## src/hdl/joystick_override_command_mux_defines.svh

```systemverilog
// Assertion macros shared by the joystick override mux RTL.
// Included by files that carry concurrent checks; no other dependencies.
`ifndef JOYSTICK_OVERRIDE_COMMAND_MUX_DEFINES_SVH
`define JOYSTICK_OVERRIDE_COMMAND_MUX_DEFINES_SVH

`ifndef NO_ASSERTIONS
`define JOCM_ASSERT(lbl, clk, rst, prop) \
   lbl: assert property (@(posedge clk) disable iff (rst) prop) \
      else $error("joystick override mux check failed");
`define JOCM_ASSERT_ALWAYS(lbl, clk, prop) \
   lbl: assert property (@(posedge clk) prop) \
      else $error("joystick override mux check failed");
`else
`define JOCM_ASSERT(lbl, clk, rst, prop)
`define JOCM_ASSERT_ALWAYS(lbl, clk, prop)
`endif

`endif

```

## src/hdl/jocm_pkg.sv

```systemverilog
// Shared types, constants and helper functions for the joystick override mux.
// No dependencies; used by all jocm modules and the top level.
`timescale 1ns / 1ps
`default_nettype none

package jocm_pkg;

   localparam int NUM_AXES    = 8;
   localparam int NUM_BUTTONS = 16;
   localparam int AXIS_W      = 16;
   localparam int AXES_W      = 128;
   localparam int PROD_W      = 33;
   localparam int ACC_W       = 50;
   localparam int ROUND_SHIFT = 26;
   localparam int BOOST_SHIFT = 12;

   localparam logic [2:0] REG_LINEAR_GAIN   = 3'd0;
   localparam logic [2:0] REG_ANGULAR_GAIN  = 3'd1;
   localparam logic [2:0] REG_LINEAR_BOOST  = 3'd2;
   localparam logic [2:0] REG_ANGULAR_BOOST = 3'd3;
   localparam logic [2:0] REG_TIMEOUT       = 3'd4;
   localparam logic [2:0] REG_AXIS_MAP      = 3'd5;
   localparam logic [2:0] REG_BUTTON_MAP    = 3'd6;

   localparam logic [15:0] RST_LINEAR_GAIN   = 16'd2048;
   localparam logic [15:0] RST_ANGULAR_GAIN  = 16'd3277;
   localparam logic [15:0] RST_LINEAR_BOOST  = 16'd5325;
   localparam logic [15:0] RST_ANGULAR_BOOST = 16'd4506;
   localparam logic [31:0] RST_TIMEOUT       = 32'd500;
   localparam logic [15:0] RST_AXIS_MAP      = 16'd1;
   localparam logic [8:0]  RST_BUTTON_MAP    = 9'd6;

   typedef enum logic [1:0] {
      ST_IDLE,
      ST_MUL,
      ST_BOOST,
      ST_PUSH
   } state_type;

   typedef struct packed {
      logic [15:0] linear_gain;
      logic [15:0] angular_gain;
      logic [15:0] linear_boost;
      logic [15:0] angular_boost;
      logic [31:0] timeout_ticks;
      logic [15:0] axis_map;
      logic [8:0]  button_map;
   } cfg_type;

   typedef struct packed {
      logic load;
      logic mul;
      logic scale;
      logic boosted;
   } lane_ctrl_type;

   typedef struct packed {
      logic signed [15:0] lin_x;
      logic signed [15:0] lin_y;
      logic signed [15:0] lin_z;
      logic signed [15:0] ang_x;
      logic signed [15:0] ang_y;
      logic signed [15:0] ang_z;
   } twist_type;

   typedef struct packed {
      logic      has_twist;
      logic      has_status;
      logic      pass_status;
      twist_type twist;
   } result_type;

   // out-of-range index reads as zero
   function automatic logic signed [AXIS_W-1:0] axis_value(
      input logic [AXES_W-1:0] axes, input logic [3:0] idx);
      logic signed [AXIS_W-1:0] v;
      v = '0;
      for (int i = 0; i < NUM_AXES; i++) begin
         if (idx == 4'(i)) begin
            v = axes[i*AXIS_W +: AXIS_W];
         end
      end
      return v;
   endfunction

   function automatic logic button_on(input logic [15:0] btn, input logic [3:0] idx);
      logic on;
      on = 1'b0;
      for (int i = 0; i < NUM_BUTTONS; i++) begin
         if (idx == 4'(i)) begin
            on = btn[i];
         end
      end
      return on;
   endfunction

   function automatic logic [AXIS_W:0] magnitude(input logic signed [AXIS_W-1:0] v);
      return v[AXIS_W-1] ? (~{v[AXIS_W-1], v} + 17'd1) : {1'b0, v};
   endfunction

endpackage

`default_nettype wire

```

## src/hdl/jocm_merge.sv

```systemverilog
// Merge stage and output register: joins the two lane results or the
// autonomous pass/block outcome into one result word. Depends on jocm_pkg.
`timescale 1ns / 1ps
`default_nettype none

module jocm_merge (
   input  wire logic                  clock,
   input  wire logic                  reset,
   input  wire logic                  load,
   input  wire logic                  is_joy,
   input  wire logic                  pass,
   input  wire logic signed [15:0]    lin,
   input  wire logic signed [15:0]    ang,
   input  wire jocm_pkg::twist_type   auto_twist,
   input  wire logic                  rsp_stall,
   output logic                       rsp_valid,
   output jocm_pkg::result_type       rsp
);

   logic                 valid_ff, valid_in;
   jocm_pkg::result_type out_ff, out_in;

   always_comb begin
      out_in   = out_ff;
      valid_in = valid_ff && rsp_stall;
      if (load) begin
         valid_in = 1'b1;
         out_in   = '0;
         if (is_joy) begin
            out_in.has_twist   = 1'b1;
            out_in.twist.lin_x = lin;
            out_in.twist.ang_z = ang;
         end else begin
            out_in.has_status  = 1'b1;
            if (pass) begin
               out_in.has_twist   = 1'b1;
               out_in.pass_status = 1'b1;
               out_in.twist       = auto_twist;
            end
         end
      end
   end

   always_ff @(posedge clock) begin
      if (reset) begin
         valid_ff <= 1'b0;
      end else begin
         valid_ff <= valid_in;
      end
      out_ff <= out_in;
   end

   assign rsp_valid = valid_ff;
   assign rsp       = out_ff;

endmodule

`default_nettype wire

```

## config.mk

```make
export PLATFORM = sky130hd
export DESIGN_NAME = jocm_merge
export DESIGN_NICKNAME = d
export VERILOG_FILES = /design/src/hdl/joystick_override_command_mux_defines.svh /design/src/hdl/jocm_pkg.sv /design/src/hdl/jocm_merge.sv
export SDC_FILE = /design/constraint.sdc
export NUM_CORES = 1
export LEC_CHECK = 0
export ABC_AREA = 1
export BUFFER_PORTS_ARGS = -buffer_cell sky130_fd_sc_hd__buf_4
export CAP_MARGIN = 20
export CORE_UTILIZATION = 38
export CTS_CLUSTER_SIZE = 14
export DETAILED_ROUTE_END_ITERATION = 6
export GPL_TIMING_DRIVEN = 0
export PLACE_DENSITY = 0.7
export SLEW_MARGIN = 25
export SYNTH_ARGS = -nofsm -noshare
export SYNTH_HDL_FRONTEND = slang
export SYNTH_SLANG_ARGS = --single-unit
```

## constraint.sdc

```tcl
create_clock -name clock -period 2.75 [get_ports clock]
set_input_delay 0.275 -clock clock [delete_from_list [all_inputs] [get_ports clock]]
set_output_delay 0.275 -clock clock [all_outputs]
set_load 0.02 [all_outputs]
```

# After elaboration in Yosys (flattened, before gate mapping)
# Index checks and enable logic that the tools add are counted.
[op_classes]
n_mux = 6
n_bitwise = 1
reduce_logical = 2
[op_table]
columns = ["op", "n"]
rows = [
  ["$mux 97", 1],
  ["$mux 16", 2],
  ["$mux 1", 2],
  ["$mux 2", 1],
  ["$reduce_or 2->1", 1],
  ["$logic_and 1x1->1", 1],
  ["$not 1->1", 1],
]
[word_totals]
regBits = 100
in_bits = 134
out_inout_bits = 100
elab_cells = 19

# Depth between registers and ports, before layout
# Gate-level depths: netlist of run 1.
[depth]
word_depth = 2
mapped_depth = 6
mapped_depth_nobuf = 3

# Least setup slack after synthesis of run 1
# No wires, ideal clock.
[synth_timing]
path_kind = "input to register"
from = "input port pass"
to = "register out_ff, in the netlist rsp[50], data pin"
setup_time_ns = 0.254
arrival_time_ns = 0.838
required_ns = 2.496
path_slack_ns = 1.658
cell_stages = 5
n_path_buf = 3
cell_sequence = "buf_2 -> nand2_2 -> buf_6 -> buf_8 -> nor2_4"
[synth_via]
elab_chain_len = 2
[synth_lines]
columns = ["element", "line", "text"]
rows = [
  ["from (decl)", "jocm_merge.sv:11", "input wire logic pass,"],
  ["$not 1->1 (no source line)", "--", ""],
  ["$reduce_or 2->1 (no source line)", "--", ""],
  ["to (signal assigned)", "jocm_merge.sv:50", "out_ff <= out_in;"],
  ["to (decl)", "jocm_merge.sv:21", "jocm_pkg::result_type out_ff, out_in;"],
]
# No other way between the ends.
# A chain may end at the register's enable or synchronous reset.

# Worst setup path after layout of run 1
[layout_timing]
from = "register out_ff, in the netlist rsp[87]"
to = "output port rsp[87] (netlist name)"
[layout_rtl]
columns = ["element", "line", "text"]
rows = [
  ["to (decl)", "jocm_merge.sv:17", "output jocm_pkg::result_type rsp"],
]
# No word-level cell between the ends.

==> results of run 1 <==
-- per-layer routing --
metal,track usage,vias to the layer above,share of wire
li1,-,1589,-
met1,0.198,1430,0.38
met2,0.315,163,0.52
met3,0.0596,12,0.089
met4,0.0646,0,0.013
met5,0,-,0
-- layout by cell type (no fill, tap or decap), drive strengths merged --
master / netlist / layout
a21oi: 1 / 1
buf: 16 / 247
bufinv: 0 / 1
clkbuf: 2 / 11
clkinv: 0 / 4
clkinvlp: 0 / 2
dfxtp: 1 / 1
edfxtp: 99 / 99
inv: 67 / 67
nand2: 67 / 67
nand3: 32 / 32
nor2: 64 / 64
-- Yosys cell counts --
| cell type | count | area (um2) |
|---|---|---|
| clkbuf_1 | 2 | 7.51 |
| edfxtp_1 | 99 | 2970 |
| dfxtp_1 | 1 | 20.0 |
| inv_6 | 1 | 8.76 |
| nand2_2 | 1 | 6.26 |
| nand2_1 | 66 | 248 |
| a21oi_1 | 1 | 5.00 |
| nor2_2 | 28 | 175 |
| buf_8 | 1 | 15.0 |
| buf_6 | 5 | 56.3 |
| buf_2 | 10 | 50.1 |
| nor2_4 | 10 | 113 |
| nor2_1 | 26 | 97.6 |
| nand3_1 | 32 | 160 |
| inv_1 | 66 | 248 |
-- worst min-delay path by stage --
stage / from / to / slack [ns] / depth (start not counted)
final: reset / rsp_valid / 0.06 / 2
after global placement: reset / rsp_valid / 0.43 / 2
after global routing: reset / rsp_valid / 0.04 / 2
after CTS: reset / rsp_valid / 0.04 / 2
after floorplan: reset / rsp_valid / 0.34 / 1
after detailed placement: reset / rsp_valid / 0.43 / 2
-- final cells by class --
type                    count  area [um2]  area share
repair buffers            231        1740       0.277
flip-flops and latches    100        2990       0.476
multi-input cells         164         805       0.128
well taps                 136         170      0.0271
inverters                  67         256      0.0408
clock buffers               9         124      0.0197
clock inverters             7        67.6      0.0108
plain buffers              18         129      0.0205
-- through the flow --
| stage | utilization | hold slack [ns] | power [uW] | area, um2 | setup slack [ns] |
|---|---|---|---|---|---|
| finish | 0.598 | 0.0602 | 3410 | 6280 | 1.55 |
| global route | 0.598 | 0.0358 | 3560 | 6280 | 1.50 |
| CTS | 0.598 | 0.0373 | 3450 | 6280 | 1.52 |
| detailed placement | 0.580 | 0.433 | 2540 | 6090 | 1.37 |
| global placement | 0.579 | 0.430 | 2530 | 6090 | 1.13 |
| floorplan | - | 0.344 | 2150 | 4180 | 1.66 |
-- state kept, by name, indices dropped and copies added, names as in the netlist --
name,flops
rsp,99
rsp_valid,1
-- where the power goes --
part	switching, uW	internal (uW)	leakage (uW)	total, uW
Clock	493	416	0.0000926	909
Combinational	351	307	0.00196	658
Sequential	34.7	1810	0.000960	1840
-- cell families (layout without fill, tap and decap cells) --
kind of cell | after synthesis | in the layout
simple gates | 163 | 163
compound gates | 1 | 1
buf+inv | 85 | 332
flops | 100 | 100
==> results.sh, run 1 <==
export IMPL_status="finished, final reports clean"
export IMPL_vdd_drop_max_uv=225
export IMPL_rr_endpoint="rsp_valid"
export IMPL_fin_crit_sh=0.435
export IMPL_path_clk_slew_ns=0.10
export IMPL_die_h_um=107
export IMPL_cp_data_required_time_ns=2.48
export IMPL_skew_ns=0
export IMPL_numCtsBuffers=9
export IMPL_drt_wl_total_um=9980
export IMPL_cts_hold_buf=0
export IMPL_cts_resized=0
export IMPL_grt_pass1_vias=3186
export IMPL_drc=0
export IMPL_maxSlewViolCount=0
export IMPL_yosysWarningCount=0
export IMPL_antenna_found_initial=0
export IMPL_clock_latency_ns=0.35
export IMPL_syn_avg_cell_area_um2=12.0
export IMPL_area_delta_synth_final_pct=50.2
export IMPL_rsz0062_at_grt="no"
export IMPL_die_area_mm2=0.0114
export IMPL_critPathMaxFanout=1
export IMPL_hpwl_um=7600
export IMPL_n_antenna_cell=0
export IMPL_viasPerCell=4.36
export IMPL_rows=37
export IMPL_crit_buf_inv=1
export IMPL_p_per_area_mw_per_mm2=543
export IMPL_r2r_slack_ns=2.19
export IMPL_cp_data_arrival_time_ns=0.92
export IMPL_cp_start_kind="register"
export IMPL_cp_startpoint="rsp[87]"
export IMPL_worstPathCellList="buf_4"
export IMPL_max_slew_margin=0.377
export IMPL_max_slew_worst_pin_slew_ns=0.934
export IMPL_cp_depth=1
export IMPL_die_x_um=107
export IMPL_r2r_start="rsp_valid"
export IMPL_yosys_cell_types_count=15
export IMPL_htreeDepth=3
export IMPL_io_buffers=231
export IMPL_synthAdderAreaFrac=0
export IMPL_synthesis_nets=483
export IMPL_synthesis_area_mm2=0.00418
export IMPL_yosys_area_share_simple=0.191
export IMPL_end_kind="primary output"
export IMPL_synth_top_family_by_area="simple AND/OR/NAND/NOR gates"
export IMPL_cts_root_buf="clkbuf_8"
export IMPL_hold_violations=0
export IMPL_ys_seq_area_frac=0.716
export IMPL_drtPass1Iterations=4
export IMPL_syn_inst=349
export IMPL_final_cells=732
export IMPL_start_util=0.398
export IMPL_ios=234
export IMPL_synth_seq_cells=100
export IMPL_cellLeakagePower_uw=0.00301
export IMPL_grt_max_degree=101
export IMPL_cts_sinks=100
export IMPL_max_stage_delay_ns=0.39
export IMPL_cts_buffer_depth=2
export IMPL_synthMuxAreaShare=0
export IMPL_max_freq_mhz=837
export IMPL_fillers=899
export IMPL_maxCapViolations=0
export IMPL_grt_pass1_wl_um=15300
export IMPL_reg2reg_depth=2
export IMPL_synth_compound_area_frac=0.00120
export IMPL_grt_usage=0.178
export IMPL_crit_slowest_cell="edfxtp_1"
export IMPL_overflow=0
export IMPL_gp_congestion=0.807
export IMPL_routed_via_count=3194
export IMPL_hold_path_class="in -> reg"
export IMPL_core_area_mm2=0.0105
export IMPL_fin_crit_ns=1.20
export IMPL_critical_path_top_delay_family="flip-flops"
export IMPL_drive_gt1_frac=0.507
export IMPL_drt_iter0_markers=89
export IMPL_cts_setup_buffers=0
export IMPL_tritoncts="yes"
export IMPL_dp_cells=716
export IMPL_setup_worst_path_end="rsp[87]"
export IMPL_fin_setup_tns_ns=0
export IMPL_antenna_left=0
export IMPL_finalSetupViolations=0
export IMPL_criticalPathCategory="reg -> out"
export IMPL_synth_xor_xnor_area_share=0
export IMPL_finalNetCount=725
export IMPL_wire_per_inst_um=13.6
(Power assumes the default switching activity.)
==> inputs of run 2 (changes only) <==
--- a/config.mk
+++ b/config.mk
@@ -12,7 +12,7 @@
 export CTS_CLUSTER_SIZE = 14
 export DETAILED_ROUTE_END_ITERATION = 6
 export GPL_TIMING_DRIVEN = 0
-export PLACE_DENSITY = 0.7
+export PLACE_DENSITY = 0.73
 export SLEW_MARGIN = 25
 export SYNTH_ARGS = -nofsm -noshare
 export SYNTH_HDL_FRONTEND = slang
==> constraint.sdc (replaced) <==
create_clock -name clock -period 1 [get_ports clock]
set_input_delay 0.1 -clock clock [delete_from_list [all_inputs] [get_ports clock]]
set_output_delay 0.1 -clock clock [all_outputs]
set_load 0.02 [all_outputs]
==> run 2 against run 1 <==
Net effect: sequential share of layout area is 2.6 points lower; utilization increased by 3.4 points; via count decreased by 0.38%; critical endpoint is now rsp[40]; the flow now finishes with violations (setup timing); final area rose by 5.7%; global-route usage decreased by 0.85 points.
==> results.sh, run 2 (synthesis results as in run 1) <==
export IMPL_status="finished with violations"
export IMPL_violations="setup timing"
export IMPL_maxSlewViolCount=0
export IMPL_comb_power_share=0.215
export IMPL_p_sw_uw=2440
export IMPL_io_buffers=231
export IMPL_p_seq_frac=0.548
export IMPL_die_x_um=107
export IMPL_critPathMaxFanout=1
export IMPL_finalSetupViolations=4
export IMPL_reg2reg_depth=2
export IMPL_fillers=870
export IMPL_drt_wl_total_um=9850
export IMPL_hold_violations=0
export IMPL_drtPass1Iterations=4
export IMPL_p_per_area_mw_per_mm2=1410
export IMPL_antenna_found_initial=0
export IMPL_end_kind="primary output"
export IMPL_cellLeakagePower_uw=0.00314
export IMPL_numCtsBuffers=9
export IMPL_cp_start_kind="register"
export IMPL_crit_buf_inv=1
export IMPL_cp_data_arrival_time_ns=0.92
export IMPL_clock_latency_ns=0.34
export IMPL_min_from="lin[3]"
export IMPL_rows=37
export IMPL_maxCapViolations=0
export IMPL_max_stage_delay_ns=0.43
export IMPL_core_area_mm2=0.0105
export IMPL_cts_buffer_depth=2
export IMPL_hpwl_um=7480
export IMPL_antenna_left=0
export IMPL_cp_data_required_time_ns=0.90
export IMPL_area_delta_synth_final_pct=58.8
export IMPL_vdd_drop_max_uv=816
export IMPL_grt_usage=0.169
export IMPL_path_clk_slew_ns=0.09
export IMPL_layout_common_cells="buf_4, buf_6, edfxtp_1"
export IMPL_intPower_uw=6900
export IMPL_max_slew_margin=0.409
export IMPL_r2r_slack_ns=0.43
export IMPL_largest_reg_flops=99
export IMPL_criticalPathCategory="reg -> out"
export IMPL_switching_share=0.261
export IMPL_min_path_cells=3
export IMPL_routed_via_count=3182
export IMPL_ios=234
export IMPL_gp_congestion=0.871
export IMPL_wire_per_inst_um=13.4
export IMPL_finalNetCount=727
export IMPL_viasPerCell=4.34
export IMPL_hold_path_class="in -> reg"
export IMPL_grt_max_degree=101
export IMPL_grt_pass1_wl_um=14700
export IMPL_crit_slowest_cell="edfxtp_1"
export IMPL_max_freq_mhz=983
export IMPL_final_common_cell="buf_4"
export IMPL_die_h_um=107
export IMPL_pwr_share_clk=0.237
export IMPL_tritoncts="yes"
export IMPL_max_slew_worst_pin_slew_ns=0.887
export IMPL_overflow=0
export IMPL_htreeDepth=3
export IMPL_r2r_start="rsp_valid"
export IMPL_cts_root_buf="clkbuf_8"
export IMPL_fin_crit_ns=1.02
export IMPL_worstPathCellList="buf_6"
export IMPL_timing_hold_ws_ns=0.0232
export IMPL_grt_pass1_vias=3109
export IMPL_start_util=0.398
export IMPL_layout_setup_ws_ns=-0.0175
export IMPL_cts_sinks=100
export IMPL_drive_gt1_frac=0.502
export IMPL_n_antenna_cell=0
export IMPL_fin_crit_sh=1.02
export IMPL_critical_path_top_delay_family="flip-flops"
export IMPL_drt_iter0_markers=84
export IMPL_utilization=0.632
export IMPL_drc=0
export IMPL_die_area_mm2=0.0114
export IMPL_skew_ns=0
export IMPL_cts_setup_buffers=0
export IMPL_min_to="rsp[83]"
export IMPL_rsz0062_at_grt="yes"
export IMPL_rr_endpoint="rsp_valid"
run 2: cell types whose count changed in the layout (fill, tap and decap cells not counted), sizes merged:
cell,previous run,this run
bufinv,1,0
clkinv,4,6
clkinvlp,2,0
dlygate4sd3,0,2
inv,67,68
run 2: power by group through the flow:
stage / Combinational, uW / Sequential [uW] / Clock [uW]
4_1_cts: 1950 / 5100 / 2290
3_5_place_dp: 1830 / 5160 / 0
5_1_grt: 2140 / 5150 / 2460
6_report: 2010 / 5120 / 2220
3_3_place_gp: 1800 / 5150 / 0
2_1_floorplan: 346 / 5580 / 0
run 2: worst register-to-register path: stages (launching register included):
cell and delay (ns):
dfxtp_1 0.34, nand2_1 0.06, a21oi_1 0.11
run 2: cell type report:
| cell class | instances | area [um2] | share of cell area |
|---|---|---|---|
| Inverter | 67 | 256 | 0.0386 |
| Clock inverter | 7 | 42.5 | 0.00641 |
| Sequential cell | 100 | 2990 | 0.451 |
| Tap cell | 136 | 170 | 0.0256 |
| Multi-Input combinational cell | 164 | 805 | 0.121 |
| Buffer | 18 | 129 | 0.0194 |
| Clock buffer | 9 | 124 | 0.0187 |
| Timing Repair Buffer | 233 | 2120 | 0.320 |
run 2: worst max path at each step:
stage / startpoint / to / slack [ns] / depth (start not counted)
after floorplan: pass / rsp[50] / 0.08 / 5
after global placement: load / rsp[61] / -0.43 / 1
after detailed placement: load / rsp[61] / -0.18 / 1
after CTS: rsp[17] / rsp[17] / -0.04 / 1
after global routing: rsp[89] / rsp[89] / -0.07 / 1
final: rsp[40] / rsp[40] / -0.02 / 1
run 2: metrics by stage:
stage	power, uW	TNS, ns	instance area [um2]	setup WS (ns)	instances
final	9350	-0.0521	6640	-0.0175	734
after detailed placement	6990	-18.22	6090	-0.181	716
after global placement	6950	-42.29	6090	-0.427	716
after floorplan	5930	0	4180	0.0832	349
after global routing	9740	-2.92	6640	-0.0658	734
after CTS	9330	-0.447	6490	-0.0418	734
run 2: what timing repair did:
| action | 4_1_cts | 5_1_grt |
|---|---|---|
| endpoints found under the setup margin | 58 | 99 |
| hold buffers | 2 | 0 |
| hold endpoints to repair | 1 | 0 |
| gates resized for setup | 58 | 39 |
run 2: layer usage:
layer / wire, um / track usage / vias to the layer above
met1: 3490 / 0.182 / 1414
li1: - / - / 1589
met5: 0 / 0 / -
met2: 5290 / 0.306 / 157
met3: 790 / 0.0571 / 22
met4: 269 / 0.0636 / 0
