### config.mk
export PLATFORM = sky130hd
export DESIGN_NAME = jocm_csr
export DESIGN_NICKNAME = d
export VERILOG_FILES = /design/src/hdl/joystick_override_command_mux_defines.svh /design/src/hdl/jocm_pkg.sv /design/src/hdl/jocm_csr.sv
export SDC_FILE = /design/constraint.sdc
export NUM_CORES = 1
export LEC_CHECK = 0
export ABC_CLOCK_PERIOD_IN_PS = 3500
export BUFFER_PORTS_ARGS = -buffer_cell sky130_fd_sc_hd__buf_4
export CORE_UTILIZATION = 50
export DETAILED_ROUTE_END_ITERATION = 7
export PLACE_DENSITY_LB_ADDON = 0.15
export SLEW_MARGIN = 20
export SYNTH_ARGS = -nofsm -noshare
export SYNTH_HDL_FRONTEND = slang
export SYNTH_SLANG_ARGS = --single-unit
### constraint.sdc
create_clock -name clock -period 3.5 [get_ports clock]
set_clock_uncertainty 0.15 [all_clocks]
set_input_delay 0.875 -clock clock [delete_from_list [all_inputs] [get_ports clock]]
set_output_delay 0.875 -clock clock [all_outputs]
set_load 0.01 [all_outputs]
### src/hdl/joystick_override_command_mux_defines.svh
// Assertion macros shared by the joystick override mux RTL.
// Included by files that carry concurrent checks; no other dependencies.
`ifndef JOYSTICK_OVERRIDE_COMMAND_MUX_DEFINES_SVH
`define JOYSTICK_OVERRIDE_COMMAND_MUX_DEFINES_SVH

`ifndef NO_ASSERTIONS
`define JOCM_ASSERT(lbl, clk, rst, prop) \
   lbl: assert property (@(posedge clk) disable iff (rst) prop) \
      else $error("joystick override mux check failed");
`define JOCM_ASSERT_ALWAYS(lbl, clk, prop) \
   lbl: assert property (@(posedge clk) prop) \
      else $error("joystick override mux check failed");
`else
`define JOCM_ASSERT(lbl, clk, rst, prop)
`define JOCM_ASSERT_ALWAYS(lbl, clk, prop)
`endif

`endif

### src/hdl/jocm_pkg.sv
// Shared types, constants and helper functions for the joystick override mux.
// No dependencies; used by all jocm modules and the top level.
`timescale 1ns / 1ps
`default_nettype none

package jocm_pkg;

   localparam int NUM_AXES    = 8;
   localparam int NUM_BUTTONS = 16;
   localparam int AXIS_W      = 16;
   localparam int AXES_W      = 128;
   localparam int PROD_W      = 33;
   localparam int ACC_W       = 50;
   localparam int ROUND_SHIFT = 26;
   localparam int BOOST_SHIFT = 12;

   localparam logic [2:0] REG_LINEAR_GAIN   = 3'd0;
   localparam logic [2:0] REG_ANGULAR_GAIN  = 3'd1;
   localparam logic [2:0] REG_LINEAR_BOOST  = 3'd2;
   localparam logic [2:0] REG_ANGULAR_BOOST = 3'd3;
   localparam logic [2:0] REG_TIMEOUT       = 3'd4;
   localparam logic [2:0] REG_AXIS_MAP      = 3'd5;
   localparam logic [2:0] REG_BUTTON_MAP    = 3'd6;

   localparam logic [15:0] RST_LINEAR_GAIN   = 16'd2048;
   localparam logic [15:0] RST_ANGULAR_GAIN  = 16'd3277;
   localparam logic [15:0] RST_LINEAR_BOOST  = 16'd5325;
   localparam logic [15:0] RST_ANGULAR_BOOST = 16'd4506;
   localparam logic [31:0] RST_TIMEOUT       = 32'd500;
   localparam logic [15:0] RST_AXIS_MAP      = 16'd1;
   localparam logic [8:0]  RST_BUTTON_MAP    = 9'd6;

   typedef enum logic [1:0] {
      ST_IDLE,
      ST_MUL,
      ST_BOOST,
      ST_PUSH
   } state_type;

   typedef struct packed {
      logic [15:0] linear_gain;
      logic [15:0] angular_gain;
      logic [15:0] linear_boost;
      logic [15:0] angular_boost;
      logic [31:0] timeout_ticks;
      logic [15:0] axis_map;
      logic [8:0]  button_map;
   } cfg_type;

   typedef struct packed {
      logic load;
      logic mul;
      logic scale;
      logic boosted;
   } lane_ctrl_type;

   typedef struct packed {
      logic signed [15:0] lin_x;
      logic signed [15:0] lin_y;
      logic signed [15:0] lin_z;
      logic signed [15:0] ang_x;
      logic signed [15:0] ang_y;
      logic signed [15:0] ang_z;
   } twist_type;

   typedef struct packed {
      logic      has_twist;
      logic      has_status;
      logic      pass_status;
      twist_type twist;
   } result_type;

   // out-of-range index reads as zero
   function automatic logic signed [AXIS_W-1:0] axis_value(
      input logic [AXES_W-1:0] axes, input logic [3:0] idx);
      logic signed [AXIS_W-1:0] v;
      v = '0;
      for (int i = 0; i < NUM_AXES; i++) begin
         if (idx == 4'(i)) begin
            v = axes[i*AXIS_W +: AXIS_W];
         end
      end
      return v;
   endfunction

   function automatic logic button_on(input logic [15:0] btn, input logic [3:0] idx);
      logic on;
      on = 1'b0;
      for (int i = 0; i < NUM_BUTTONS; i++) begin
         if (idx == 4'(i)) begin
            on = btn[i];
         end
      end
      return on;
   endfunction

   function automatic logic [AXIS_W:0] magnitude(input logic signed [AXIS_W-1:0] v);
      return v[AXIS_W-1] ? (~{v[AXIS_W-1], v} + 17'd1) : {1'b0, v};
   endfunction

endpackage

`default_nettype wire

### src/hdl/jocm_csr.sv
// APB-style register file for gains, boost ratios, timeout and input maps.
// Depends on jocm_pkg for register indexes, reset values and cfg_type.
`timescale 1ns / 1ps
`default_nettype none

module jocm_csr (
   input  wire logic               clock,
   input  wire logic               reset,
   input  wire logic               psel,
   input  wire logic               penable,
   input  wire logic               pwrite,
   input  wire logic [4:0]         paddr,
   input  wire logic [31:0]        pwdata,
   output logic [31:0]             prdata,
   output logic                    pready,
   output jocm_pkg::cfg_type       cfg
);

   jocm_pkg::cfg_type cfg_ff, cfg_in;
   logic              wr_en;
   logic [2:0]        reg_idx;

   assign wr_en   = psel && penable && pwrite;
   assign reg_idx = paddr[4:2];
   assign pready  = 1'b1;
   assign cfg     = cfg_ff;

   always_comb begin
      cfg_in = cfg_ff;
      if (wr_en) begin
         case (reg_idx)
            jocm_pkg::REG_LINEAR_GAIN:   cfg_in.linear_gain   = pwdata[15:0];
            jocm_pkg::REG_ANGULAR_GAIN:  cfg_in.angular_gain  = pwdata[15:0];
            jocm_pkg::REG_LINEAR_BOOST:  cfg_in.linear_boost  = pwdata[15:0];
            jocm_pkg::REG_ANGULAR_BOOST: cfg_in.angular_boost = pwdata[15:0];
            jocm_pkg::REG_TIMEOUT:       cfg_in.timeout_ticks = pwdata;
            jocm_pkg::REG_AXIS_MAP:      cfg_in.axis_map      = pwdata[15:0];
            jocm_pkg::REG_BUTTON_MAP:    cfg_in.button_map    = pwdata[8:0];
            default: ;
         endcase
      end
   end

   always_comb begin
      case (reg_idx)
         jocm_pkg::REG_LINEAR_GAIN:   prdata = {16'd0, cfg_ff.linear_gain};
         jocm_pkg::REG_ANGULAR_GAIN:  prdata = {16'd0, cfg_ff.angular_gain};
         jocm_pkg::REG_LINEAR_BOOST:  prdata = {16'd0, cfg_ff.linear_boost};
         jocm_pkg::REG_ANGULAR_BOOST: prdata = {16'd0, cfg_ff.angular_boost};
         jocm_pkg::REG_TIMEOUT:       prdata = cfg_ff.timeout_ticks;
         jocm_pkg::REG_AXIS_MAP:      prdata = {16'd0, cfg_ff.axis_map};
         jocm_pkg::REG_BUTTON_MAP:    prdata = {23'd0, cfg_ff.button_map};
         default:                     prdata = 32'd0;
      endcase
   end

   always_ff @(posedge clock) begin
      if (reset) begin
         cfg_ff.linear_gain   <= jocm_pkg::RST_LINEAR_GAIN;
         cfg_ff.angular_gain  <= jocm_pkg::RST_ANGULAR_GAIN;
         cfg_ff.linear_boost  <= jocm_pkg::RST_LINEAR_BOOST;
         cfg_ff.angular_boost <= jocm_pkg::RST_ANGULAR_BOOST;
         cfg_ff.timeout_ticks <= jocm_pkg::RST_TIMEOUT;
         cfg_ff.axis_map      <= jocm_pkg::RST_AXIS_MAP;
         cfg_ff.button_map    <= jocm_pkg::RST_BUTTON_MAP;
      end else begin
         cfg_ff <= cfg_in;
      end
   end

endmodule

`default_nettype wire

== After elaboration in Yosys (flattened, before gate mapping) ==
Cells that the tools add are included.

* Flip-flop bits (word level): 121
* Output and inout port bits: 154
* Word-level logic and storage cells: 24

* Eq/ne operators: 6
* Multiplexer cells: 1
* Reduce and logical (&&, ||, !) cells: 10

{| class="wikitable"
|+ Operator list
! kind !! number
|-
| $pmux W32 S7 || 1
|-
| $reduce_and A2 Y1 || 7
|-
| $eq A3 B3 Y1 const B || 3
|-
| $eq A3 B2 Y1 const B || 2
|-
| $eq A3 B1 Y1 const B || 1
|-
| $logic_not A3 Y1 || 1
|-
| $logic_and A1 B1 Y1 || 2
|}

== Logic depth before layout (Yosys ltp) ==
Gate-level depths: netlist of the first run.

* Depth in word-level cells: 3
* Mapped depth: 6

== Worst setup path after synthesis of the first run ==
OpenSTA, ideal clock, no wires.

* Path type: input-to-output
* Start: input port paddr[4]
* End: output port prdata[0]
* Arrival: 1.918 ns
* Slack: 0.557 ns
* Stages on the path: 6
* Path buffers: 3
* Path through: buf_4 nor2b_1 buf_2 buf_2 a221oi_1 a221oi_1

* Word-level cells in the longest chain between the ends: 2

{| class="wikitable"
|+ Ends and longest elaborated chain
! what !! RTL line !! source
|-
| start: declaration || jocm_csr.sv:12 || <nowiki>input wire logic [4:0] paddr,</nowiki>
|-
| $eq A3 B3 Y1, or another cell as far along || jocm_csr.sv:45 || <nowiki>case (reg_idx)</nowiki>
|-
| $pmux W32 S7 * || jocm_csr.sv:45 ||
|-
| end: declaration || jocm_csr.sv:14 || <nowiki>output logic [31:0] prdata,</nowiki>
|}

Every way passes the cells marked *; elsewhere a longest branch is shown, timed or not.

== Worst setup path in the final report of the first run ==
* Start: input port paddr[4]
* End: output port prdata[1]

The elaborated chain is that of the path after synthesis.

==> flow_metrics.env, run 1 <==
export IMPL_die_h_um=109
export IMPL_drtPass1Iterations=4
export IMPL_path_depth=4
export IMPL_cts_sinks=121
export IMPL_syn_area_um2=5760
export IMPL_hold_buffers=0
export IMPL_timing_fmax_mhz=296
export IMPL_power_leakage_nw=3.56
export IMPL_numCtsBuffers=17
export IMPL_tightest_slew_ns=1.05
export IMPL_synth_top_area_share=0.421
export IMPL_synth_nets=672
export IMPL_post_cts_buffers=0
export IMPL_wire_per_inst_um=19.2
export IMPL_grt_usage=0.310
export IMPL_required_ns=2.47
export IMPL_clk_insertion_delay_late_ns=0.40
export IMPL_synth_area_leaders="dfxtp_1 42%, mux2i_1 16%, nand2b_1 5.2%, nand3_1 5.1%, a21oi_1 4.7%"
export IMPL_peakVddDrop_mv=0.330
export IMPL_setup_viol=0
export IMPL_grt_max_degree=71
export IMPL_maxCapViolCount=0
export IMPL_overflow=0
export IMPL_fin_hold_ws_ns=0.342
export IMPL_synth_seq_cells=121
export IMPL_clkTransAtPathRegs_ns=0.06
export IMPL_post_route_min_period_ns=3.38
export IMPL_row_count=38
export IMPL_htree_num_levels=4
export IMPL_worstSetupStartpointType="input pin"
export IMPL_antenna_left=0
export IMPL_synth_avg_cell_area_um2=9.14
export IMPL_critPathArrivalTime_ns=2.36
export IMPL_ff2ff_setup_slack_ns=2.57
export IMPL_antenna_found_initial=0
export IMPL_place_area_um2=7260
export IMPL_post_route_period_util=0.967
export IMPL_die_area_um2=11900
export IMPL_seq_area_frac_synth=0.421
export IMPL_slew_viol_final=0
export IMPL_end_kind="output pin"
export IMPL_drc=0
export IMPL_clockBufferDepth=2
export IMPL_layout_drive_gt1_share=0.334
export IMPL_core_um2=11000
export IMPL_area_growth_pct=36.8
export IMPL_relSlewSlack=0.301
export IMPL_start_util=0.522
export IMPL_final_setup_worst_slack_ns=0.116
export IMPL_critPathSlowestCell="nor2_1"
export IMPL_r2r_start="cfg[1]"
export IMPL_utilization=0.714
export IMPL_rsz0062_at_grt="false"
export IMPL_fp_dieW_um=109
export IMPL_r2r_end="cfg[1]"
export IMPL_finalHoldViolations=0
export IMPL_yosysWarningCount=0
export IMPL_via_per_inst=5.88
export IMPL_path_max_fanout=10
export IMPL_clock_tree_root_cell="clkbuf_16"
export IMPL_r2r_cells=2
export IMPL_antenna_cells=0
export IMPL_crit_top_cell="buf_4"
export IMPL_io_pins=196
export IMPL_cts_resized=0
export IMPL_power_density_nw_per_um2=445
export IMPL_hold_path_depth=2
export IMPL_grt_pass1_wl_um=28200
export IMPL_num_vias=5644
export IMPL_critPathLaunch="paddr[4]"
export IMPL_drt_iter0_drc=385
export IMPL_synth_cell_type_count=35
export IMPL_path_delay_family="simple AND/OR/NAND/NOR gates"
export IMPL_fin_area_um2=7880
export IMPL_routed_wl_um=18400
export IMPL_grt_pass1_vias=5368
export IMPL_run_status="finished, final reports clean"
export IMPL_cts_tree="yes"
export IMPL_critPathBufInv=2
export IMPL_fin_tns_setup_ns=0
export IMPL_post_place_ws_ns=0.134
export IMPL_yosysTopAreaCell="dfxtp_1"
export IMPL_gp_congestion=0.812
export IMPL_place_hpwl_um=12200
export IMPL_largest_reg_flops=121
export IMPL_syn_inst=630
export IMPL_cp_slowest_stage_delay_ns=0.80
export IMPL_layout_nets=849
export IMPL_crit_type="in2out"
export IMPL_portBuffers=192
export IMPL_crit_end="prdata[1]"
export IMPL_crit_path_cell_trace="buf_4, nor2_1, a221oi_1, buf_4"
export IMPL_worst_hold_path_type="reg2reg"
export IMPL_nFillCells=838
## worst min-delay path, cell delays in order, from the launching register on
cell,delay (ns)
dfxtp_1,0.31
o21ai_0,0.07
a21oi_1,0.06
## metal layers
metal / up-vias / share of wire / GRT usage
met5: - / 0 / 0
met4: 0 / 0.026 / 0.122
met3: 40 / 0.082 / 0.0711
met2: 303 / 0.48 / 0.519
met1: 2686 / 0.41 / 0.386
li1: 2615 / - / -
## cell usage after synthesis, drive strengths merged
cell type  instances
nand4              1
dfxtp            121
nand2              6
conb               1
o221ai             6
and2b              1
and4b              1
mux2              17
a21oi             54
inv                9
nor2              47
o21ai             54
nand2b            48
and3              16
clkbuf            30
a221oi            17
o32a               1
a22oi              2
mux2i             91
nand3             60
clkinv             1
buf               28
and4               1
o31ai              7
nor3               1
nor2b              1
nand4b             1
or3                7
## layout by cell type, fill, tap and decap left out, drive strengths merged, types with 2 or more instances in the layout
cell type  instances
and3              16
nor2              47
o31ai              7
bufinv             3
a22oi              2
buf              216
clkinv             6
mux2              17
nand3             60
o21ai             54
clkinvlp           2
dfxtp            121
or3                7
clkbuf            19
inv               12
a21oi             54
nand2              6
nand2b            48
a221oi            17
o221ai             6
mux2i             91
## metrics by stage
stage	std cells	power [mW]
floorplan	630	1.60
global placement	928	1.72
detailed placement	928	1.73
CTS	960	3.51
global route	960	3.60
finish	960	3.50
## how the worst min path moves through the flow
| stage | slack, ns | to | from |
|---|---|---|---|
| after CTS | 0.34 | cfg[12] | cfg[12] |
| after floorplan | 0.35 | cfg[10] | cfg[10] |
| after global placement | 0.32 | cfg[10] | cfg[10] |
| after detailed placement | 0.33 | cfg[12] | cfg[12] |
| final | 0.34 | cfg[46] | cfg[46] |
| after global routing | 0.35 | cfg[11] | cfg[11] |
## logic make-up (layout without fill, tap and decap cells)
family | count (synthesis) | in the layout | share of synthesized area
DFF | 121 | 121 | 0.421
other | 1 | 1 | 0.000652
AOI/OAI and AO/OA | 141 | 141 | 0.142
muxes | 108 | 108 | 0.192
and+or+nand+nor | 191 | 191 | 0.182
buffers and inverters | 68 | 258 | 0.0626
## power breakdown
group / internal (mW) / total, mW / switching, mW
Clock: 1.15 / 1.80 / 0.656
Combinational: 0.128 / 0.304 / 0.177
Sequential: 1.39 / 1.40 / 0.00866
Total: 2.66 / 3.50 / 0.841
## cell type report
cell class,instances,area [um^2],share of cell area
flip-flops and latches,121,2420,0.308
inverters,10,37.5,0.00477
clock inverters,13,168,0.0213
well taps,140,175,0.0222
multi-input cells,441,2980,0.379
repair buffers,216,1650,0.209
clock buffers,19,443,0.0562
No activity file was read; power rests on OpenSTA's default activity.
==> inputs of run 2 (changes only) <==
ABC_CLOCK_PERIOD_IN_PS = 4100   (was 3500)
clock period = 4.1 ns   (was 3.5 ns; I/O delays follow)
==> flow_metrics.env, run 2 (synthesized netlist as in run 1, its figures left out) <==
export IMPL_numCtsBuffers=17
export IMPL_layout_common_cells="210 x buf_4, 121 x dfxtp_1, 91 x mux2i_1"
export IMPL_worst_hold_path_type="reg2reg"
export IMPL_slew_viol_final=0
export IMPL_fin_tns_setup_ns=0
export IMPL_clock_tree_root_cell="clkbuf_16"
export IMPL_grt_pass1_wl_um=28000
export IMPL_antenna_left=0
export IMPL_swShare=0.245
export IMPL_core_um2=11000
export IMPL_post_cts_buffers=0
export IMPL_stdcell_count=954
export IMPL_grt_usage=0.310
export IMPL_antenna_cells=0
export IMPL_path_max_fanout=42
export IMPL_setup_viol=0
export IMPL_drt_iter0_drc=304
export IMPL_grt_pass1_vias=5340
export IMPL_dp_cells=923
export IMPL_antenna_found_initial=0
export IMPL_required_ns=2.92
export IMPL_end_kind="output pin"
export IMPL_io_pins=196
export IMPL_htree_num_levels=4
export IMPL_rsz0062_at_grt="false"
export IMPL_power_switching_uw=707
export IMPL_r2r_cells=2
export IMPL_worstSetupStartpointType="input pin"
export IMPL_p_int_mw=2.18
export IMPL_relSlewSlack=0.468
export IMPL_maxCapViolCount=0
export IMPL_timing_fmax_mhz=261
export IMPL_post_route_min_period_ns=3.83
export IMPL_fp_dieW_um=109
export IMPL_die_h_um=109
export IMPL_final_common_cell="buf_4"
export IMPL_num_vias=5595
export IMPL_die_area_um2=11900
export IMPL_largest_reg_flops=121
export IMPL_via_per_inst=5.86
export IMPL_hold_path_depth=2
export IMPL_routed_wl_um=18500
export IMPL_cts_tree="yes"
export IMPL_tightest_slew_ns=0.797
export IMPL_row_count=38
export IMPL_area_growth_pct=35.1
export IMPL_finalHoldViolations=0
export IMPL_wire_per_inst_um=19.4
export IMPL_grt_max_degree=87
export IMPL_peakVddDrop_mv=0.170
export IMPL_start_util=0.522
export IMPL_clockBufferDepth=2
export IMPL_gp_congestion=0.838
export IMPL_run_status="finished, final reports clean"
export IMPL_p_comb_frac=0.088
export IMPL_clkPwrFrac=0.498
export IMPL_drc=0
export IMPL_cts_resized=0
export IMPL_p_seq_frac=0.413
export IMPL_critPathArrivalTime_ns=2.65
export IMPL_layout_nets=844
export IMPL_layout_drive_gt1_share=0.328
export IMPL_power_mw=2.88
export IMPL_nFillCells=875
export IMPL_cts_sinks=121
export IMPL_power_density_nw_per_um2=371
export IMPL_clk_insertion_delay_late_ns=0.41
export IMPL_post_route_period_util=0.934
export IMPL_clkTransAtPathRegs_ns=0.06
export IMPL_power_leakage_nw=3.50
export IMPL_crit_type="in2out"
export IMPL_drtPass1Iterations=5
export IMPL_place_hpwl_um=12100
export IMPL_hold_buffers=0
export IMPL_overflow=0
export IMPL_portBuffers=192
run 2: power by group through the flow:
stage | registers [mW] | clock network (mW) | logic (mW)
2_1_floorplan | 1.22 | 0 | 0.142
3_3_place_gp | 1.22 | 0 | 0.248
3_5_place_dp | 1.22 | 0 | 0.252
4_1_cts | 1.19 | 1.44 | 0.253
5_1_grt | 1.19 | 1.49 | 0.271
6_report | 1.19 | 1.44 | 0.255
run 2: layer usage:
metal  GRT usage  wire (um)
met4       0.121        451
met2       0.525       9030
met3      0.0800       1450
met1       0.375       7550
met5           0          0
run 2: path summary, 6_finish.rpt:
check,from,to,slack [ns]
min,cfg[46],cfg[46],0.34
max reg2reg,cfg[11],cfg[11],3.19
min reg2reg,cfg[46],cfg[46],0.34
max,paddr[3],prdata[30],0.27
run 2: through the flow:
step	hold WS, ns	cell area (um^2)	util	setup WS (ns)
6_report	0.341	7770	0.705	0.271
5_1_grt	0.356	7770	0.705	0.153
4_1_cts	0.340	7770	0.705	0.269
3_5_place_dp	0.326	7210	0.654	0.285
3_3_place_gp	0.322	7210	0.654	0.329
2_1_floorplan	0.347	5760	-	0.857
run 2: cell type report:
| class | count | area, um^2 | share of cell area |
|---|---|---|---|
| flip-flops and latches | 121 | 2420 | 0.312 |
| inverters | 10 | 37.5 | 0.00483 |
| clock buffers | 19 | 433 | 0.0557 |
| multi-input cells | 441 | 2980 | 0.384 |
| repair buffers | 211 | 1600 | 0.205 |
| well taps | 140 | 175 | 0.0225 |
| clock inverters | 12 | 128 | 0.0164 |
run 2: critical path, stage by stage:
cell and delay (ns):
buf_4 0.28, nor2b_4 0.51, buf_4 0.46, and3_1 0.22, buf_4 0.12
==> inputs of run 3 (changes only) <==
--- a/config.mk
+++ b/config.mk
@@ -8,5 +8,5 @@
 export ABC_CLOCK_PERIOD_IN_PS = 4100
-export BUFFER_PORTS_ARGS = -buffer_cell sky130_fd_sc_hd__buf_4
 export CORE_UTILIZATION = 50
 export DETAILED_ROUTE_END_ITERATION = 7
+export DONT_BUFFER_PORTS = 1
 export PLACE_DENSITY_LB_ADDON = 0.15
==> constraint.sdc (replaced) <==
create_clock -name clock -period 4.1 [get_ports clock]
set_clock_uncertainty 0.15 [all_clocks]
set_input_delay 0.205 -clock clock [delete_from_list [all_inputs] [get_ports clock]]
set_output_delay 0.205 -clock clock [all_outputs]
set_load 0.01 [all_outputs]
==> flow_metrics.env, run 3 (synthesized netlist as in run 1, its figures left out) <==
export IMPL_grt_max_degree=149
export IMPL_row_count=38
export IMPL_r2r_cells=3
export IMPL_critPathArrivalTime_ns=2.23
export IMPL_clock_tree_root_cell="clkbuf_16"
export IMPL_largest_reg_flops=121
export IMPL_worstHoldStart="reset"
export IMPL_maxCapViolCount=0
export IMPL_worst_hold_path_type="in2reg"
export IMPL_path_max_fanout=52
export IMPL_grt_pass1_wl_um=26600
export IMPL_place_hpwl_um=10500
export IMPL_clockBufferDepth=2
export IMPL_num_vias=4852
export IMPL_die_h_um=109
export IMPL_hold_buffers=37
export IMPL_clkTransAtPathRegs_ns=0.05
export IMPL_via_per_inst=6.20
export IMPL_rsz0062_at_grt="false"
export IMPL_finalHoldViolations=0
export IMPL_drtPass1Iterations=5
export IMPL_die_area_um2=11900
export IMPL_start_util=0.522
export IMPL_run_status="finished, final reports clean"
export IMPL_core_um2=11000
export IMPL_area_growth_pct=14.4
export IMPL_htree_num_levels=4
export IMPL_wire_per_inst_um=22.3
export IMPL_drc=0
export IMPL_setup_viol=0
export IMPL_timing_fmax_mhz=387
export IMPL_cts_resized=0
export IMPL_r2r_end="cfg[77]"
export IMPL_grt_usage=0.299
export IMPL_numCtsBuffers=17
export IMPL_ff2ff_setup_slack_ns=2.60
export IMPL_hold_path_end="cfg[81]"
export IMPL_io_pins=196
export IMPL_post_cts_buffers=0
export IMPL_cts_sinks=121
export IMPL_layout_common_cells="121 x dfxtp_1, 91 x mux2i_1, 59 x nand3_1"
export IMPL_drt_iter0_drc=284
export IMPL_post_route_period_util=0.630
export IMPL_worstSetupStartpointType="input pin"
export IMPL_crit_type="in2out"
export IMPL_post_route_min_period_ns=2.58
export IMPL_r2r_start="cfg[77]"
export IMPL_power_leakage_nw=2.62
export IMPL_end_kind="output pin"
export IMPL_power_density_nw_per_um2=424
export IMPL_overflow=0
export IMPL_fp_dieW_um=109
export IMPL_slew_viol_final=0
export IMPL_clk_insertion_delay_late_ns=0.41
export IMPL_required_ns=3.74
export IMPL_relSlewSlack=0.282
export IMPL_utilization=0.597
export IMPL_antenna_left=0
export IMPL_grt_pass1_vias=4804
export IMPL_antenna_found_initial=1
export IMPL_cts_tree="yes"
export IMPL_hold_path_depth=2
export IMPL_peakVddDrop_mv=0.283
export IMPL_fin_tns_setup_ns=0
export IMPL_routed_wl_um=17500
export IMPL_layout_drive_gt1_share=0.0857
export IMPL_tightest_slew_ns=1.08
export IMPL_layout_nets=673
export IMPL_final_common_cell="dfxtp_1"
export IMPL_portBuffers=0
export IMPL_gp_congestion=0.791
run 3: changes by cell type in the layout (fill, tap and decap cells not counted):
| cell | change |
|---|---|
| buf_4 | -207 |
| dlygate4sd3_1 | +36 |
| clkbuf_8 | +5 |
| clkbuf_1 | +4 |
| clkinvlp_4 | -4 |
| clkinv_2 | -3 |
| buf_12 | -1 |
| buf_16 | +1 |
| bufinv_16 | -1 |
| clkinv_4 | -1 |
| diode_2 | +1 |
| inv_6 | -1 |
run 3: layout make-up:
type | count | area (um^2)
Clock buffer | 28 | 517
Fill cell | 958 | 4450
Inverter | 10 | 37.5
Antenna cell | 1 | 2.50
Sequential cell | 121 | 2420
Clock inverter | 2 | 35.0
Timing Repair Buffer | 40 | 410
Tap cell | 140 | 175
Multi-Input combinational cell | 441 | 2980
run 3: how the worst max path moves through the flow:
stage | startpoint | endpoint | slack [ns] | cells past startpoint
global placement | pwrite | cfg[101] | 1.57 | 3
finish | paddr[3] | prdata[15] | 1.52 | 5
floorplan | paddr[4] | prdata[0] | 2.50 | 6
detailed placement | pwrite | cfg[97] | 1.53 | 3
global route | paddr[3] | prdata[15] | 1.46 | 5
CTS | paddr[3] | prdata[15] | 1.50 | 5
run 3: per-stage QoR:
stage	instances	instance area [um^2]	hold WS, ns	total power [mW]	setup slack [ns]
after floorplan	630	5760	0.203	1.36	2.50
after global placement	715	5640	0.134	1.36	1.57
after detailed placement	715	5640	0.134	1.36	1.53
after CTS	782	6580	0.117	2.80	1.50
after global routing	783	6580	0.116	2.87	1.46
final	783	6580	0.0820	2.79	1.52
run 3: power by group:
| part | leakage, nW | switching, mW | internal [mW] |
|---|---|---|---|
| logic | 1.37 | 0.121 | 0.0741 |
| registers | 0.977 | 0.0127 | 1.19 |
| clock network | 0.271 | 0.491 | 0.906 |
run 3: metal layers:
| metal | up-vias | wire length (um) | track usage |
|---|---|---|---|
| met5 | - | 0 | 0 |
| met4 | 0 | 278 | 0.115 |
| met2 | 218 | 8650 | 0.508 |
| met3 | 21 | 1650 | 0.0960 |
| met1 | 2356 | 6900 | 0.350 |
| li1 | 2257 | - | - |
run 3: worst max-delay path: stages:
cell           delay (ns)
dlygate4sd3_1        0.62
nor2b_4              0.33
buf_4                0.50
a22oi_1              0.16
a21oi_1              0.37
